[src/masked_distinct_value_counter_top_macros.svh]
// Assertion macros used by the top module of the distinct value counter.
`ifndef MASKED_DISTINCT_VALUE_COUNTER_TOP_MACROS_SVH
`define MASKED_DISTINCT_VALUE_COUNTER_TOP_MACROS_SVH

`ifndef ASSERT_OFF

// Same-cycle implication, disabled while reset is asserted.
`define MDVC_ASSERT_IMP(label, clk, rstn, ante, cons) \
    label: assert property (@(posedge clk) disable iff (!(rstn)) (ante) |-> (cons)) \
        else $error("distinct value counter assertion failed");

// Next-cycle implication, disabled while reset is asserted.
`define MDVC_ASSERT_NXT(label, clk, rstn, ante, cons) \
    label: assert property (@(posedge clk) disable iff (!(rstn)) (ante) |=> (cons)) \
        else $error("distinct value counter assertion failed");

`else

`define MDVC_ASSERT_IMP(label, clk, rstn, ante, cons)
`define MDVC_ASSERT_NXT(label, clk, rstn, ante, cons)

`endif

`endif

[src/mdvc_pkg.sv]
package mdvc_pkg;

    localparam int TABLE_DEPTH = 1024;
    localparam int IDX_W       = $clog2(TABLE_DEPTH);
    localparam int COUNT_W     = $clog2(TABLE_DEPTH + 1);
    localparam int EPOCH_W     = 8;

    localparam int VALUE_W       = 64;
    localparam int WIDTH_W       = 7;
    localparam int COUNT_OUT_W   = 11;
    localparam int WIDTH_RESET   = 32;
    localparam int CFG_ADDR_W    = 1;

    // Register indexes of the configuration port.
    localparam logic [CFG_ADDR_W-1:0] CFG_USE_MASK      = 1'd0;
    localparam logic [CFG_ADDR_W-1:0] CFG_ELEMENT_WIDTH = 1'd1;

    // Multiplicative hash: low product, fold, then bits [63:16] reduced to a slot.
    localparam logic [VALUE_W-1:0] HASH_MULT = 64'h9E37_79B9_7F4A_7C15;
    localparam int HASH_FOLD     = 29;
    localparam int SLOT_SHIFT    = 16;
    localparam int DIGIT_W       = 16;
    localparam int MULT_CHUNKS   = VALUE_W / DIGIT_W;
    localparam int Q_W           = VALUE_W - SLOT_SHIFT;
    localparam int MOD_BITS      = 4;
    localparam int MOD_CYCLES    = Q_W / MOD_BITS;
    localparam int STEP_W        = $clog2(MOD_CYCLES);
    localparam bit DEPTH_POW2    = ((TABLE_DEPTH & (TABLE_DEPTH - 1)) == 0);

    typedef logic [IDX_W-1:0]   slot_t;
    typedef logic [EPOCH_W-1:0] epoch_t;
    typedef logic [VALUE_W-1:0] value_t;

    typedef struct packed {
        logic  done;
        slot_t slot;
    } hash_rsp_t;

    typedef struct packed {
        logic   rd_en;
        logic   wr_en;
        slot_t  addr;
        epoch_t wr_tag;
        value_t wr_value;
    } tbl_req_t;

    typedef struct packed {
        epoch_t tag;
        value_t value;
    } tbl_entry_t;

endpackage

[src/mdvc_hash.sv]
module mdvc_hash (
    input  logic               aclk,
    input  logic               aresetn,
    input  logic               start,
    input  mdvc_pkg::value_t   value,
    output mdvc_pkg::hash_rsp_t rsp
);
    import mdvc_pkg::*;

    localparam logic [1:0] HS_IDLE = 2'd0;
    localparam logic [1:0] HS_MULT = 2'd1;
    localparam logic [1:0] HS_FOLD = 2'd2;
    localparam logic [1:0] HS_MOD  = 2'd3;

    localparam logic [IDX_W:0] MOD_D = (IDX_W + 1)'(TABLE_DEPTH);

    logic [1:0]        phase_reg;
    logic [STEP_W-1:0] step_reg;
    value_t            v_reg;
    value_t            k_reg;
    value_t            acc_reg;
    logic [Q_W-1:0]    q_reg;
    slot_t             r_reg;
    logic              done_reg;
    slot_t             slot_reg;

    value_t            prod;
    value_t            folded;
    logic [IDX_W:0]    t;
    slot_t             r_mod;

    // One 16-bit digit of the value per cycle; k_reg carries the digit's weight.
    assign prod   = {{(VALUE_W - DIGIT_W){1'b0}}, v_reg[DIGIT_W-1:0]} * k_reg;
    assign folded = acc_reg ^ (acc_reg >> HASH_FOLD);

    // Long division remainder, MOD_BITS quotient bits per cycle.
    always_comb begin
        r_mod = r_reg;
        t     = '0;
        for (int i = 0; i < MOD_BITS; i++) begin
            t = {r_mod, q_reg[Q_W-1-i]};
            if (t >= MOD_D) begin
                t = t - MOD_D;
            end
            r_mod = t[IDX_W-1:0];
        end
    end

    always_ff @(posedge aclk) begin
        if (!aresetn) begin
            phase_reg <= HS_IDLE;
            step_reg  <= '0;
            done_reg  <= 1'b0;
        end else begin
            done_reg <= 1'b0;
            unique case (phase_reg)
                HS_IDLE: begin
                    if (start) begin
                        phase_reg <= HS_MULT;
                        step_reg  <= '0;
                    end
                end
                HS_MULT: begin
                    step_reg <= step_reg + 1'b1;
                    if (step_reg == STEP_W'(MULT_CHUNKS - 1)) begin
                        phase_reg <= HS_FOLD;
                    end
                end
                HS_FOLD: begin
                    step_reg <= '0;
                    if (DEPTH_POW2) begin
                        done_reg  <= 1'b1;
                        phase_reg <= HS_IDLE;
                    end else begin
                        phase_reg <= HS_MOD;
                    end
                end
                HS_MOD: begin
                    step_reg <= step_reg + 1'b1;
                    if (step_reg == STEP_W'(MOD_CYCLES - 1)) begin
                        done_reg  <= 1'b1;
                        phase_reg <= HS_IDLE;
                    end
                end
                default: begin
                    phase_reg <= HS_IDLE;
                end
            endcase
        end
    end

    always_ff @(posedge aclk) begin
        unique case (phase_reg)
            HS_IDLE: begin
                v_reg   <= value;
                k_reg   <= HASH_MULT;
                acc_reg <= '0;
            end
            HS_MULT: begin
                acc_reg <= acc_reg + prod;
                v_reg   <= v_reg >> DIGIT_W;
                k_reg   <= k_reg << DIGIT_W;
            end
            HS_FOLD: begin
                q_reg    <= folded[VALUE_W-1:SLOT_SHIFT];
                r_reg    <= '0;
                slot_reg <= folded[SLOT_SHIFT +: IDX_W];
            end
            HS_MOD: begin
                q_reg    <= q_reg << MOD_BITS;
                r_reg    <= r_mod;
                slot_reg <= r_mod;
            end
            default: begin
                r_reg <= r_reg;
            end
        endcase
    end

    assign rsp.done = done_reg;
    assign rsp.slot = slot_reg;

endmodule

[config.mk]
export PLATFORM = sky130hd
export DESIGN_NAME = mdvc_hash
export DESIGN_NICKNAME = d
export VERILOG_FILES = /design/src/masked_distinct_value_counter_top_macros.svh /design/src/mdvc_pkg.sv /design/src/mdvc_hash.sv
export SDC_FILE = /design/constraint.sdc
export NUM_CORES = 2
export LEC_CHECK = 0
export ABC_AREA = 1
export BUFFER_PORTS_ARGS = -buffer_cell sky130_fd_sc_hd__buf_4
export CAP_MARGIN = 15
export CORE_MARGIN = 2
export CORE_UTILIZATION = 35
export DETAILED_ROUTE_END_ITERATION = 7
export GPL_TIMING_DRIVEN = 0
export SLEW_MARGIN = 30
export SYNTH_ARGS = -nofsm -noshare
export SYNTH_HDL_FRONTEND = slang
export SYNTH_SLANG_ARGS = --single-unit
[constraint.sdc]
create_clock -name aclk -period 8.7 [get_ports aclk]
set_input_delay 2.61 -clock aclk [delete_from_list [all_inputs] [get_ports aclk]]
set_output_delay 2.61 -clock aclk [all_outputs]
set_load 0.01 [all_outputs]
# Word level (Yosys, flattened, before mapping)
# Cells that the tools add are included.
# word_totals
regBits,267
latchBits,0
ram_bits,0
mem_bits_ro,0
out_inout_bits,11
mem_count,0
# op_classes
add_sub_neg,6
multipliers,1
n_div,0
order_cmp,4
n_eq_ne,8
shifts,0
muxes,18
n_bitwise,1
n_reduce_logical,5
# ops
op,count
64-bit one-hot mux with 2 select lines,3
48-bit one-hot mux with 2 select lines,1
64-bit adder,1
16-bit by 64-bit multiplier with 64-bit output,1
64-bit by 35-bit bitwise XOR with 64-bit output,1
11-bit greater-or-equal comparator (second input constant),4
10-bit 2-to-1 mux,4
10-bit one-hot mux with 2 select lines,2
10-bit by 1-bit subtractor with 10-bit output (second input constant),4
4-bit one-hot mux with 3 select lines,1
2-bit one-hot mux with 4 select lines,1
2-bit 2-to-1 mux,3
2-bit != test (second input constant),3
4-bit by 1-bit adder with 4-bit output (second input constant),1
2-bit equality test (second input constant),2
4-bit by 2-bit equality test with 1-bit output (second input constant),1
4-bit equality test (second input constant),1
4-bit 2-to-1 mux,1
2-bit nonzero test,2
3-bit AND reduction,1
2-bit by 1-bit equality test with 1-bit output (second input constant),1
2-bit logical NOT,1
1-bit one-hot mux with 2 select lines,1
2-bit OR reduction,1
1-bit 2-to-1 mux,1

# Depth between registers and ports, before layout
# logic_depth
word_depth,9
ltp_mapped,31
depth_no_buf,30

# Least setup slack after synthesis
# OpenSTA, ideal clock, no wires.
# synth_timing
kind,reg-to-reg
startpoint,reg k_reg[46]
endpoint,reg acc_reg[55] (data pin)
arrival_ps,5483
path_slack_ps,2960
path_stages_with_launch,27
path_cell_list,edfxtp_1 > clkbuf_1 > clkbuf_1 > nand2_1 > fa_1 > inv_1 > fa_1 > inv_1 > fa_1 > fa_1 > inv_1 > fa_1 > inv_1 > fa_1 > inv_1 > ha_1 > nand2_1 > nor2_1 > inv_1 > nor2_2 > nand2_1 > nor4_1 > nand2_1 > inv_1 > nor2_1 > o21ai_1 > nor2_1
# synth_via
elab_chain_len,3
# synth_lines
item,line,source
"start, declared",mdvc_hash.sv:20,value_t k_reg;
"start signal, assigned",mdvc_hash.sv:102,k_reg <= k_reg << DIGIT_W;
16-bit by 64-bit multiplier with 64-bit output,mdvc_hash.sv:33,"assign prod = {{(VALUE_W - DIGIT_W){1'b0}}, v_reg[DIGIT_W-1:0]} * k_reg;"
64-bit adder,mdvc_hash.sv:100,acc_reg <= acc_reg + prod;
64-bit one-hot mux with 2 select lines,mdvc_hash.sv:93,unique case (phase_reg)
"end signal, assigned",mdvc_hash.sv:100,
"end, declared",mdvc_hash.sv:21,value_t acc_reg;
# Every way passes these cells.
# A chain may end at the register's enable or synchronous reset.

# Final worst setup path
# layout_timing
startpoint,reg k_reg[13]
endpoint,reg acc_reg[63] (data pin)
# Same word-level chain as after synthesis.

==> qor.csv <==
metric,value,unit
regToRegEndpoint,acc_reg[63]$_SDFFCE_PN0P_,
dieArea,0.0934,sq mm
placed_cell_area,0.0340,sq mm
crit_slowest_cell,clkbuf_1,
post-route-period-util,0.908,
tritoncts,built,
reg2reg_slack,0.80,ns
vias,23419,
syn_nets,4555,
drv_cap,0,
cp_slowest_stage_delay,0.66,ns
postLayoutCellArea,0.0348,sq mm
hold_buffers,0,
grt_pass1_vias,24322,
synth_warnings,0,
fin_worst_skew,0.0347,ns
gr-total-overflow,0,
hold_path_depth,2,
cts.sinks,217,
dp_hpwl,88.6,mm
multi_input_area,0.0208,sq mm
rows,110,
numCtsBuffers,23,
crit_path_end_kind,flip-flop,
async_flop_share,0,
grtUsageTotal,0.219,
r2r-start,k_reg[13]$_DFFE_PP_,
hold_viol,0,
ioPinCount,78,
post_synth.cell_area_avg,8.64,sq um
yosys.area.top_type,fa_1,
post-route-min-period,7.90,ns
cp_num_cells,25,
worst-path-buf-inv,7,
finalMaxSlewViolations,0,
maxSlewHeadroom,0.313,
clk_latency,0.56,ns
cp_max_fo,10,
cp.required,9.01,ns
finalSetupViolCount,0,
cp_common_cell,fa_1,
nNetsFinal,4659,
start_util,0.353,
rsz0062_at_grt,no,
crit_family,adder cells,
syn_area,0.0318,sq mm
areaGrowthSynthToFinish,9.23,%
grt_max_degree,86,
dr.pass1.iters,5,
min_path_type,reg2reg,
yosysUniqueCellTypes,41,
layout_commonest_cell,inv_1,
seq_area,0.00645,sq mm
cts.clk_slew.worst_paths,0.06,ns
chipHeight,306,um
fillCellCount,9119,
coreArea,0.0901,sq mm
cts.repair.resized,0,
post_drt_wl_per_cell,20.1,um
worst_pin_slew,1.03,ns
drive_gt1_frac,0.0510,
grt_pass1_wl,152,mm
postSynthCellCount,3686,
worstPathArrival,8.21,ns
routed_wl,100,mm
status,"finished, final reports clean",
vias_per_cell,4.70,
ys_seq_area_frac,0.202,
post_cts_buffers,0,
tns,0,ns
yosys-top-cells-area,"fa_1, edfxtp_1, inv_1",
cts.path.max_buffers,3,
synth_top_flop_cell,edfxtp_1,
synth-edff-count,210,
root_buffer,clkbuf_16,
globalplace.congestion,1.03,
synth-seq-cells,217,
htreeDepth,1,
mostFrequentLayoutCells,"inv_1, nand2_1, fa_1, ha_1, nor2_1",
portBuffers,77,
antenna_found_initial,1,
fmax,127,MHz
drtIter0Drc,1715,
r2r_cells,25,
cp-endpoint,acc_reg[63]$_SDFFCE_PN0P_,
worstSetupPathType,reg2reg,
timing.hold.ws,0.480,ns
die_w,306,um
ant_nets,0,
cp-start-kind,flip-flop,
drc,0,
synth_top_area_frac,0.367,
startpoint,k_reg[13]$_DFFE_PP_,
cell families after synthesis:
group	Yosys count	synth area share
buf+inv	1203	0.143
simple gates	1126	0.142
fa+ha+maj	802	0.453
compound gates	319	0.0542
flops	217	0.202
xor+xnor	19	0.00523
per-stage QoR:
step	util	setup slack (ns)	cells
final	0.386	0.801	4984
after global routing	0.386	0.507	4983
after CTS	0.386	0.784	4983
after detailed placement	0.377	0.834	4941
after global placement	0.376	0.873	4939
after floorplan	-	2.96	3686
synth_stat cells (all sizes together), types with 11 or more instances:
cell type,instances
inv,1119
nand2,781
fa,584
nor2,229
ha,218
edfxtp,210
a21oi,142
o21ai,126
nand3,79
clkbuf,58
buf,26
o21a,15
nor3,13
a21o,12
o21bai,12
xnor2,11
worst register-to-register path: cells and delay by family (launching register included):
family                     cells  cell delay, ns
and+or+nand+nor                7            0.90
buffers and inverters          7            2.00
adders and majority gates      7            3.13
DFF                            1            0.33
AOI/OAI and AO/OA              4            1.29
per-layer routing:
metal,global-route usage,wire (um)
met1,0.301,43600
met2,0.361,46900
met3,0.0290,6720
met4,0.0608,3070
met5,0,0
worst min-delay path by stage:
stage,slack [ns],to,startpoint
after floorplan,0.45,step_reg[0]$_SDFFE_PN0P_,step_reg[0]$_SDFFE_PN0P_
after global placement,0.47,step_reg[1]$_SDFFE_PN0P_,step_reg[1]$_SDFFE_PN0P_
after detailed placement,0.47,step_reg[2]$_SDFFE_PN0P_,step_reg[2]$_SDFFE_PN0P_
after CTS,0.48,step_reg[2]$_SDFFE_PN0P_,step_reg[2]$_SDFFE_PN0P_
after global routing,0.51,step_reg[2]$_SDFFE_PN0P_,step_reg[2]$_SDFFE_PN0P_
final,0.48,step_reg[2]$_SDFFE_PN0P_,step_reg[2]$_SDFFE_PN0P_
final cells by class:
class | instances | share of cell area
Clock buffer | 27 | 0.0170
Inverter | 1119 | 0.121
Antenna cell | 1 | 0.0000720
Tap cell | 1176 | 0.0423
Clock inverter | 15 | 0.00662
Sequential cell | 217 | 0.185
Buffer | 84 | 0.0104
Multi-Input combinational cell | 2266 | 0.599
Timing Repair Buffer | 79 | 0.0182
Power is left out: the tool's default activity adds up to more than one toggle a clock period on the data nets, which glitch-free logic cannot reach.
